$ cat src/hw/rtl/page_frame_allocator_macros.svh
// Assertion macros shared by the page frame allocator modules.
`ifndef PAGE_FRAME_ALLOCATOR_MACROS_SVH
`define PAGE_FRAME_ALLOCATOR_MACROS_SVH

// Same-cycle implication, disabled while reset is asserted.
`define PFA_ASSERT_NOW(label, clk, rst_n, ante, cons) \
	label: assert property (@(posedge clk) disable iff (!rst_n) (ante) |-> (cons)) \
		else $error("page frame allocator: same-cycle check failed");

// Next-cycle implication, disabled while reset is asserted.
`define PFA_ASSERT_NEXT(label, clk, rst_n, ante, cons) \
	label: assert property (@(posedge clk) disable iff (!rst_n) (ante) |=> (cons)) \
		else $error("page frame allocator: next-cycle check failed");

`endif

$ cat src/hw/rtl/pfa_pkg.sv
// Types and constants shared by the page frame allocator modules.
package pfa_pkg;

	// Default frame count and fixed table depth.
	localparam int DEF_NUM_FRAMES = 8;
	localparam int TABLE_DEPTH    = 8;
	localparam int TABLE_IDX_W    = $clog2(TABLE_DEPTH);

	// Depth of the command queue between front and back.
	localparam int CMD_DEPTH = 2;

	// Request opcodes.
	typedef enum logic [1:0] {
		OP_ALLOC   = 2'd0,
		OP_RELEASE = 2'd1,
		OP_QUERY   = 2'd2
	} op_t;

	// Result status codes.
	typedef enum logic [1:0] {
		ST_OK        = 2'd0,
		ST_NO_FRAMES = 2'd1,
		ST_HELD      = 2'd2,
		ST_NONE      = 2'd3
	} status_t;

	// Work kinds handed from the front to the back.
	typedef enum logic [1:0] {
		CMD_SINGLE  = 2'd0,
		CMD_ALLOC   = 2'd1,
		CMD_RELEASE = 2'd2,
		CMD_QUERY   = 2'd3
	} cmd_kind_t;

	// One queued command: what to do, for how many pages, and the reported free count.
	typedef struct packed {
		cmd_kind_t  kind;
		status_t    status;
		logic [3:0] count;
		logic [3:0] free_frames;
	} cmd_t;

	// One result item.
	typedef struct packed {
		logic       last;
		logic [3:0] free_frames;
		logic       entry_valid;
		logic [2:0] frame_index;
		logic [2:0] page_index;
		status_t    status;
	} result_t;

endpackage

$ cat src/hw/rtl/page_frame_allocator.sv
// Usage: bitmap page frame allocator with one page table and stream ports.
// Requests enter on the s_ channel (op and page count); results leave on the
// m_ channel, one transaction per result, with tlast on the final result of
// each request. Allocate emits one result per page mapped; query emits the
// stored mappings in page order; release, errors and empty tables emit one.
// The front takes one request per cycle while its two-entry command queue
// has room. The back takes a command from the queue, then steps through
// its pages: while the receiver takes results, allocate and query emit one
// result per cycle, and release frees one frame per cycle before its single
// result. A request maps at most eight pages, and the back takes no new
// command until it is through with the last; this sequencer, stepping one
// table entry per cycle unless the output stalls, sets the rate. Requests
// pass through the command queue and the sequencer to the output register,
// and a release reports only after it has freed all of its frames.
// Reset frees all frames and drops the table; no clearing pass is needed.
// When the receiver stalls, the held result stays on m_tdata, the back
// waits, and requests keep entering until the queue is full.
module page_frame_allocator
	import pfa_pkg::*;
#(
	parameter int NUM_FRAMES = DEF_NUM_FRAMES
) (
	input  logic        clk,
	input  logic        arst_n,
	input  logic        s_tvalid,
	output logic        s_tready,
	input  logic [7:0]  s_tdata,  // op[1:0], page_request[5:2], zeros above
	output logic        m_tvalid,
	input  logic        m_tready,
	output logic [15:0] m_tdata,  // status[1:0], page_index[4:2], frame_index[7:5],
	                              // entry_valid[8], free_frames[12:9], zeros above
	output logic        m_tlast
);

	logic    push;
	cmd_t    push_cmd;
	logic    queue_full;
	logic    pop;
	cmd_t    head_cmd;
	logic    queue_empty;
	result_t result;

	// Request classification and bookkeeping.
	pfa_front #(
		.NUM_FRAMES(NUM_FRAMES)
	) u_front (
		.clk         (clk),
		.arst_n      (arst_n),
		.in_valid    (s_tvalid),
		.in_ready    (s_tready),
		.op          (s_tdata[1:0]),
		.page_request(s_tdata[5:2]),
		.push        (push),
		.push_cmd    (push_cmd),
		.queue_full  (queue_full)
	);

	// Command queue between the two halves.
	pfa_cmd_fifo u_fifo (
		.clk     (clk),
		.arst_n  (arst_n),
		.push    (push),
		.push_cmd(push_cmd),
		.full    (queue_full),
		.pop     (pop),
		.head_cmd(head_cmd),
		.empty   (queue_empty)
	);

	// Frame search, table access and result output.
	pfa_back #(
		.NUM_FRAMES(NUM_FRAMES)
	) u_back (
		.clk        (clk),
		.arst_n     (arst_n),
		.head_cmd   (head_cmd),
		.queue_empty(queue_empty),
		.pop        (pop),
		.out_valid  (m_tvalid),
		.out_ready  (m_tready),
		.out_result (result)
	);

	// Pack the result fields onto the output stream.
	assign m_tdata = {3'b000, result.free_frames, result.entry_valid,
		result.frame_index, result.page_index, result.status};
	assign m_tlast = result.last;

endmodule

$ cat src/hw/rtl/pfa_cmd_fifo.sv
// Short command queue between the front and the back of the allocator.
`include "page_frame_allocator_macros.svh"

module pfa_cmd_fifo
	import pfa_pkg::*;
(
	input  logic clk,
	input  logic arst_n,
	input  logic push,
	input  cmd_t push_cmd,
	output logic full,
	input  logic pop,
	output cmd_t head_cmd,
	output logic empty
);

	localparam int PTR_W = (CMD_DEPTH > 1) ? $clog2(CMD_DEPTH) : 1;
	localparam int CNT_W = $clog2(CMD_DEPTH + 1);

	cmd_t             mem_q [CMD_DEPTH];
	logic [PTR_W-1:0] wr_q;
	logic [PTR_W-1:0] rd_q;
	logic [CNT_W-1:0] count_q;

	assign full     = (count_q == CNT_W'(CMD_DEPTH));
	assign empty    = (count_q == '0);
	assign head_cmd = mem_q[rd_q];

	// Storage is written at the write pointer.
	always_ff @(posedge clk) begin
		if (push) begin
			mem_q[wr_q] <= push_cmd;
		end
	end

	// Pointers and occupancy.
	always_ff @(posedge clk or negedge arst_n) begin
		if (!arst_n) begin
			wr_q    <= '0;
			rd_q    <= '0;
			count_q <= '0;
		end else begin
			if (push) begin
				wr_q <= (wr_q == PTR_W'(CMD_DEPTH - 1)) ? '0 : wr_q + 1'b1;
			end
			if (pop) begin
				rd_q <= (rd_q == PTR_W'(CMD_DEPTH - 1)) ? '0 : rd_q + 1'b1;
			end
			if (push && !pop) begin
				count_q <= count_q + 1'b1;
			end else if (pop && !push) begin
				count_q <= count_q - 1'b1;
			end
		end
	end

	// Occupancy never passes the depth, and a pop never hits an empty queue.
	`PFA_ASSERT_NOW(a_fifo_bound, clk, arst_n, 1'b1, count_q <= CNT_W'(CMD_DEPTH))
	`PFA_ASSERT_NOW(a_fifo_pop_nonempty, clk, arst_n, pop, count_q != '0)
	`PFA_ASSERT_NOW(a_fifo_push_not_full, clk, arst_n, push, !full)

endmodule

$ cat src/hw/rtl/pfa_front.sv
// Front of the allocator: accepts requests, keeps the bookkeeping and queues work.
`include "page_frame_allocator_macros.svh"

module pfa_front
	import pfa_pkg::*;
#(
	parameter int NUM_FRAMES = DEF_NUM_FRAMES
) (
	input  logic       clk,
	input  logic       arst_n,
	input  logic       in_valid,
	output logic       in_ready,
	input  logic [1:0] op,
	input  logic [3:0] page_request,
	output logic       push,
	output cmd_t       push_cmd,
	input  logic       queue_full
);

	localparam int FREE_W = $clog2(NUM_FRAMES + 1);
	localparam int CMP_W  = (FREE_W > 4) ? FREE_W : 4;

	logic              table_active_q;
	logic [3:0]        page_count_q;
	logic [FREE_W-1:0] free_q;

	logic              accept;
	logic              emit;
	logic              too_big;
	logic [FREE_W-1:0] free_d;
	logic [3:0]        page_count_d;
	logic              table_active_d;

	assign in_ready = !queue_full;
	assign accept   = in_valid && in_ready;
	assign push     = accept && emit;

	// A request is too large if it exceeds the free frames or the table depth.
	assign too_big = (CMP_W'(page_request) > CMP_W'(free_q)) ||
		(page_request > 4'(TABLE_DEPTH));

	// Classify the request and work out the bookkeeping after it.
	always_comb begin
		emit           = 1'b1;
		free_d         = free_q;
		page_count_d   = page_count_q;
		table_active_d = table_active_q;
		push_cmd       = '{kind: CMD_SINGLE, status: ST_OK, count: 4'd0,
			free_frames: 4'(free_q)};
		case (op)
			OP_ALLOC: begin
				if (table_active_q) begin
					push_cmd.status = ST_HELD;
				end else if (too_big) begin
					push_cmd.status = ST_NO_FRAMES;
				end else begin
					free_d               = free_q - FREE_W'(page_request);
					page_count_d         = page_request;
					table_active_d       = 1'b1;
					push_cmd.free_frames = 4'(free_d);
					push_cmd.count       = page_request;
					if (page_request != 4'd0) begin
						push_cmd.kind = CMD_ALLOC;
					end
				end
			end
			OP_RELEASE: begin
				if (!table_active_q) begin
					push_cmd.status = ST_NONE;
				end else begin
					free_d               = free_q + FREE_W'(page_count_q);
					table_active_d       = 1'b0;
					push_cmd.free_frames = 4'(free_d);
					push_cmd.count       = page_count_q;
					if (page_count_q != 4'd0) begin
						push_cmd.kind = CMD_RELEASE;
					end
				end
			end
			OP_QUERY: begin
				if (!table_active_q) begin
					push_cmd.status = ST_NONE;
				end else begin
					push_cmd.count = page_count_q;
					if (page_count_q != 4'd0) begin
						push_cmd.kind = CMD_QUERY;
					end
				end
			end
			default: begin
				emit = 1'b0;
			end
		endcase
	end

	// Bookkeeping registers, updated on each accepted transaction.
	always_ff @(posedge clk or negedge arst_n) begin
		if (!arst_n) begin
			table_active_q <= 1'b0;
			page_count_q   <= 4'd0;
			free_q         <= FREE_W'(NUM_FRAMES);
		end else if (accept) begin
			table_active_q <= table_active_d;
			page_count_q   <= page_count_d;
			free_q         <= free_d;
		end
	end

	// The free count stays within the frame count, and a held table's page count stays within the table depth.
	`PFA_ASSERT_NOW(a_front_free_bound, clk, arst_n, 1'b1, free_q <= FREE_W'(NUM_FRAMES))
	`PFA_ASSERT_NOW(a_front_count_bound, clk, arst_n, table_active_q,
		page_count_q <= 4'(TABLE_DEPTH))

endmodule

$ cat src/hw/rtl/pfa_back.sv
// Back of the allocator: owns the frame bitmap and page table and emits results.
`include "page_frame_allocator_macros.svh"

module pfa_back
	import pfa_pkg::*;
#(
	parameter int NUM_FRAMES = DEF_NUM_FRAMES
) (
	input  logic    clk,
	input  logic    arst_n,
	input  cmd_t    head_cmd,
	input  logic    queue_empty,
	output logic    pop,
	output logic    out_valid,
	input  logic    out_ready,
	output result_t out_result
);

	localparam int FRAME_W = $clog2(NUM_FRAMES);
	localparam int FX_W    = (FRAME_W > 3) ? FRAME_W : 3;

	typedef enum logic [1:0] {
		BK_IDLE,
		BK_ALLOC,
		BK_RELEASE,
		BK_QUERY
	} back_state_t;

	back_state_t             state_q;
	cmd_t                    cmd_q;
	logic [TABLE_IDX_W-1:0]  idx_q;
	logic [NUM_FRAMES-1:0]   used_q;
	logic [FRAME_W-1:0]      table_q [TABLE_DEPTH];
	logic                    out_valid_q;
	result_t                 out_result_q;

	logic                    out_ok;
	logic                    last_step;
	logic [NUM_FRAMES-1:0]   free_vec;
	logic [NUM_FRAMES-1:0]   low_onehot;
	logic [FRAME_W-1:0]      low_frame;
	logic [FRAME_W-1:0]      table_rd;
	logic [FX_W-1:0]         alloc_fx;
	logic [FX_W-1:0]         table_fx;

	assign out_valid  = out_valid_q;
	assign out_result = out_result_q;

	// The output register can take a new result when empty or being drained.
	assign out_ok    = !out_valid_q || out_ready;
	assign pop       = (state_q == BK_IDLE) && !queue_empty && out_ok;
	assign last_step = ((4'(idx_q) + 4'd1) == cmd_q.count);
	assign table_rd  = table_q[idx_q];

	// Lowest free frame: isolate the lowest zero of the bitmap, then encode it.
	assign free_vec   = ~used_q;
	assign low_onehot = free_vec & (~free_vec + 1'b1);
	always_comb begin
		low_frame = '0;
		for (int i = 0; i < NUM_FRAMES; i++) begin
			if (low_onehot[i]) begin
				low_frame = low_frame | FRAME_W'(i);
			end
		end
	end

	// Frame numbers are reported by their low three bits.
	assign alloc_fx = FX_W'(low_frame);
	assign table_fx = FX_W'(table_rd);

	// Page table writes during allocation.
	always_ff @(posedge clk) begin
		if (state_q == BK_ALLOC && out_ok) begin
			table_q[idx_q] <= low_frame;
		end
	end

	// Sequencer, frame bitmap and output register.
	always_ff @(posedge clk or negedge arst_n) begin
		if (!arst_n) begin
			state_q      <= BK_IDLE;
			cmd_q        <= '0;
			idx_q        <= '0;
			used_q       <= '0;
			out_valid_q  <= 1'b0;
			out_result_q <= '0;
		end else begin
			if (out_valid_q && out_ready) begin
				out_valid_q <= 1'b0;
			end
			case (state_q)
				BK_IDLE: begin
					if (pop) begin
						cmd_q <= head_cmd;
						idx_q <= '0;
						case (head_cmd.kind)
							CMD_ALLOC:   state_q <= BK_ALLOC;
							CMD_RELEASE: state_q <= BK_RELEASE;
							CMD_QUERY:   state_q <= BK_QUERY;
							default: begin
								out_valid_q  <= 1'b1;
								out_result_q <= '{last: 1'b1,
									free_frames: head_cmd.free_frames,
									entry_valid: 1'b0, frame_index: 3'd0,
									page_index: 3'd0, status: head_cmd.status};
							end
						endcase
					end
				end
				BK_ALLOC: begin
					if (out_ok) begin
						used_q[low_frame] <= 1'b1;
						out_valid_q       <= 1'b1;
						out_result_q      <= '{last: last_step,
							free_frames: cmd_q.free_frames, entry_valid: 1'b1,
							frame_index: alloc_fx[2:0], page_index: 3'(idx_q),
							status: ST_OK};
						idx_q <= idx_q + 1'b1;
						if (last_step) begin
							state_q <= BK_IDLE;
						end
					end
				end
				BK_QUERY: begin
					if (out_ok) begin
						out_valid_q  <= 1'b1;
						out_result_q <= '{last: last_step,
							free_frames: cmd_q.free_frames, entry_valid: 1'b1,
							frame_index: table_fx[2:0], page_index: 3'(idx_q),
							status: ST_OK};
						idx_q <= idx_q + 1'b1;
						if (last_step) begin
							state_q <= BK_IDLE;
						end
					end
				end
				BK_RELEASE: begin
					if (out_ok) begin
						used_q[table_rd] <= 1'b0;
						idx_q            <= idx_q + 1'b1;
						if (last_step) begin
							out_valid_q  <= 1'b1;
							out_result_q <= '{last: 1'b1,
								free_frames: cmd_q.free_frames, entry_valid: 1'b0,
								frame_index: 3'd0, page_index: 3'd0, status: ST_OK};
							state_q <= BK_IDLE;
						end
					end
				end
				default: begin
					state_q <= BK_IDLE;
				end
			endcase
		end
	end

	// Allocation always finds a free frame, and the page index stays inside the table.
	`PFA_ASSERT_NOW(a_back_frame_found, clk, arst_n, state_q == BK_ALLOC, low_onehot != '0)
	`PFA_ASSERT_NOW(a_back_idx_bound, clk, arst_n, state_q != BK_IDLE,
		4'(idx_q) < cmd_q.count)
	`PFA_ASSERT_NEXT(a_back_single_out, clk, arst_n, pop && head_cmd.kind == CMD_SINGLE,
		out_valid_q && out_result_q.last)

endmodule

$ cat config.mk
export PLATFORM = sky130hd
export DESIGN_NAME = page_frame_allocator
export DESIGN_NICKNAME = d
export VERILOG_FILES = /design/src/hw/rtl/pfa_pkg.sv /design/src/hw/rtl/page_frame_allocator.sv /design/src/hw/rtl/pfa_cmd_fifo.sv /design/src/hw/rtl/pfa_front.sv /design/src/hw/rtl/pfa_back.sv
export VERILOG_INCLUDE_DIRS = /design/src /design/src/hw/rtl
export SDC_FILE = /design/constraint.sdc
export NUM_CORES = 1
export LEC_CHECK = 0
export ABC_AREA = 1
export BUFFER_PORTS_ARGS = -buffer_cell sky130_fd_sc_hd__buf_2
export CAP_MARGIN = 20
export CORE_MARGIN = 2
export CORE_UTILIZATION = 55
export CTS_CLUSTER_DIAMETER = 80
export CTS_CLUSTER_SIZE = 20
export DETAILED_ROUTE_END_ITERATION = 12
export PLACE_DENSITY = 0.8
export SLEW_MARGIN = 20
export SYNTH_ARGS = -nofsm -noshare
export SYNTH_HDL_FRONTEND = slang
export SYNTH_SLANG_ARGS = --single-unit
$ cat constraint.sdc
create_clock -name clk -period 4.1 [get_ports clk]
set_input_delay 0.41 -clock clk [delete_from_list [all_inputs] [get_ports clk]]
set_output_delay 0.41 -clock clk [all_outputs]
set_load 0.005 [all_outputs]
==> implementation parameters <==
Parameter                              Value

Placed design
  DPL Wire Length ... 7520 um
  Final weighted congestion in routability-driven placement ... 0.948
  Buffers added on ports ... 25
  Post-placement cell count ... 720

STA
  Setup repair after global routing missed its margin ... false
  Post-route clock period utilization ... 0.636
  Clock skew after layout ... 0.0167 ns
  Maximum operating frequency ... 384 MHz
  Max-slew violations ... 0
  Post-route minimum period ... 2.61 ns
  Final setup violating endpoints ... 0
  Worst relative slew slack ... 0.347
  Total negative setup slack ... 0 ns
  Final number of hold-violating endpoints ... 0
  Worst-Margin Slew ... 0.975 ns

Pwr
  Total power density per cell area ... 750 mW/mm^2
  Combinational share of power ... 0.451
  Highest ir drop seen on vdd ... 0.268 mV
  Fraction of power spent switching nets ... 0.449
  Leak Pwr ... 2.58 nW
  Part of the power in the clock network ... 0.139
  Switch Pwr ... 1.83 mW
  Reg power frac ... 0.410
  P_int ... 2.25 mW

Yosys
  Most used flip-flop cell after synthesis ... edfxtp_1
  Area of the mapped netlist ... 0.00509 mm^2
  Syn. warnings ... 0
  Cell types with the highest counts after synthesis ... 169 x nand2_1, 80 x inv_1, 54 x nor2_1, 48 x dfrtp_1, 48 x edfxtp_1
  Most frequently used cell type in the post-synthesis netlist ... nand2_1
  Post-synthesis async set-or-reset flop share ... 0.505
  Average instance area after synthesis ... 8.56 um^2
  Synthesis-stage register bit count ... 97
  Number of synthesized flops with an enable pin ... 48
  Sequential-to-total area share from yosys stat ... 0.524
  Fraction of synthesized cell area taken by the top area cell type ... 0.283
  Synth area leaders ... edfxtp_1 28%, dfrtp_1 24%, nand2_1 12%
  Distinct cells, synth ... 38
  Post-synthesis instance total ... 595
  Cell type with the highest aggregate area in the netlist ... edfxtp_1

Layout
  Number of fill cells ... 774
  Sequential cell area in the final layout ... 0.00267 mm^2
  Antenna diode count ... 0
  Area of combinational cells with multiple inputs ... 0.00200 mm^2
  Cell Count, Final, Fillers Out ... 736
  Area Overhead vs Synth ... 6.88%
  Fraction of layout cells with a size suffix above 1 ... 0.115
  Final #Nets ... 646

Clock network
  PostCTS Resize Cnt ... 0
  Post-CTS Repair Setup Buffers ... 0
  Bufs on Longest Clock Path ... 2
  Total number of clock tree sinks ... 97
  # hold bufs at CTS ... 0
  CTS clock-pin slew for the worst setup and hold paths ... 0.10 ns
  Clock root cell ... clkbuf_8
  Number of levels in the clock H-tree ... 3
  Later-pin clock latency in the skew report ... 0.36 ns
  Clock tree from TritonCTS ... yes
  Number of buffers added by the clock tree synthesis step ... 9

Die
  Die Wd ... 100 um
  Die boundary height ... 100 um
  Area enclosed by the die boundary ... 0.0100 mm^2
  Number of placement rows ... 35
  Boundary Pins ... 31
  Standard cell core area ... 0.00911 mm^2
  Effective utilization at floorplan ... 0.559

GRT
  Pin count of the biggest net entering global routing ... 50
  Overall overflow remaining after global route ... 0
  Overall global routing resource usage ... 0.219
  First-pass GRT wire length ... 17600 um
  Number of antenna violations at the first check in global routing ... 0
  Vias in the first global route ... 3820

Critical path
  Kind of end point of the critical path ... register
  WS Path Type ... register to register
  Critical path arrival ... 2.85 ns
  Worst Reg2Reg Path Length in Cells ... 8
  Crit path max fanout ... 21
  FF-to-FF setup slack ... 1.49 ns
  CP Launch Type ... register
  Critical path required time ... 4.34 ns

Route
  Wire length after detailed routing ... 10300 um
  Post-detailed-route via-to-cell ratio ... 5.40
  Initial detailed-routing violation count ... 204
  DRC errors left ... 0
  Total vias in the final route ... 3974
  Antenna Nets Post-Route ... 0
  Initial DRT Pass Iterations ... 8
  Wire length per cell after detailed routing ... 14.0 um

Worst hold path
  Path class of the lowest-slack min-delay path ... input pin to asynchronous set/reset pin

Run
  Count of maximum capacitance violations ... 0

Run status
  Outcome ... finished clean
[per-stage QoR]
step / util / total power [mW] / hold slack [ns] / cell area, um^2 / worst slack [ns]
2_1_floorplan: - / 3.07 / 0.114 / 5100 / 2.18
3_3_place_gp: 0.578 / 3.43 / 0.450 / 5260 / 1.62
3_5_place_dp: 0.578 / 3.52 / 0.461 / 5260 / 1.48
4_1_cts: 0.598 / 4.09 / 0.167 / 5440 / 1.47
5_1_grt: 0.598 / 4.44 / 0.197 / 5440 / 1.18
6_report: 0.598 / 4.08 / 0.149 / 5440 / 1.49
[power by group through the flow]
| stage | Combinational [mW] | Sequential [mW] | Clock, mW |
|---|---|---|---|
| floorplan | 1.48 | 1.59 | 0 |
| CTS | 1.84 | 1.67 | 0.580 |
| global route | 2.12 | 1.71 | 0.618 |
| finish | 1.84 | 1.67 | 0.569 |
| global placement | 1.76 | 1.67 | 0 |
| detailed placement | 1.83 | 1.69 | 0 |
[layout make-up]
cell class,instances,area share
clock inverter,6,0.00965
clock buffer,10,0.0234
sequential,97,0.490
timing repair buffer,26,0.0244
multi-input combinational,401,0.368
tap,111,0.0255
inverter,85,0.0591
[per-layer routing]
layer / vias to the layer above / part of all wire / track usage
li1: 1969 / - / -
met1: 1867 / 0.44 / 0.291
met2: 130 / 0.49 / 0.363
met3: 8 / 0.053 / 0.0390
met4: 0 / 0.011 / 0.0759
met5: - / 0 / 0
[final timing paths]
path,end,from
worst max-delay path,u_back.out_result[8]$_DFFE_PN0P_,u_fifo.rd_q$_DFFE_PN0P_
worst min-delay path,u_back.used_q[7]$_DFFE_PN0P_,arst_n
worst max register to register,u_back.out_result[8]$_DFFE_PN0P_,u_fifo.rd_q$_DFFE_PN0P_
worst min register to register,u_back.out_result[2]$_DFFE_PN0P_,u_back.out_result[2]$_DFFE_PN0P_
max in group asynchronous,u_fifo.count_q[1]$_DFFE_PN0P_,arst_n
min in group clk,u_back.out_valid$_DFF_PN0_,m_tready
[placed cells by master (no fill, tap or decap), types with 2 or more instances in the layout]
cell type and instances:
a21oi_1 10, a31oi_1 2, buf_2 25, clkbuf_8 9
clkinv_4 2, clkinvlp_4 2, conb_1 3, dfrtp_1 48
edfxtp_1 48, fa_1 2, ha_1 12, inv_1 80
inv_2 4, nand2_1 169, nand2_2 4, nand3_1 47
nand3b_1 2, nand4_1 6, nor2_1 54, nor2_2 5
nor2_4 2, o211ai_1 4, o21ai_0 46, o21ai_1 2
o21ai_2 7, o22ai_1 3, o31ai_1 3, or2_2 3
xnor2_1 4, xor2_1 4
[registers in the layout (all words and copies together), names as in the netlist]
signal                  count
u_fifo.wr_q                 1
u_back.out_valid            1
u_back.table_q             24
u_front.free_q              4
u_back.out_result          14
u_back.used_q               8
u_fifo.count_q              2
u_front.page_count_q        4
u_back.idx_q                3
u_fifo.mem_q               24
u_back.state_q              2
u_fifo.rd_q                 1
u_back.cmd_q                8
u_front.table_active_q      1
[critical path, cell delays in order, from the launching register on]
cell	delay, ns
dfrtp_1	0.62
inv_1	0.29
or2_2	0.35
o21ai_0	0.17
ha_1	0.21
or2_1	0.15
nand3_2	0.41
nand2_1	0.21
o21ai_2	0.07
[logic make-up after synthesis]
kind of cell,share of synthesized area
AO/OA/AOI/OAI,0.0911
XOR/XNOR,0.0138
adder cells (fa/ha/maj),0.0373
buffers and inverters,0.0845
flip-flops,0.524
other,0.000736
AND/OR/NAND/NOR,0.249
Note: power is estimated with default switching activity, not from simulation.
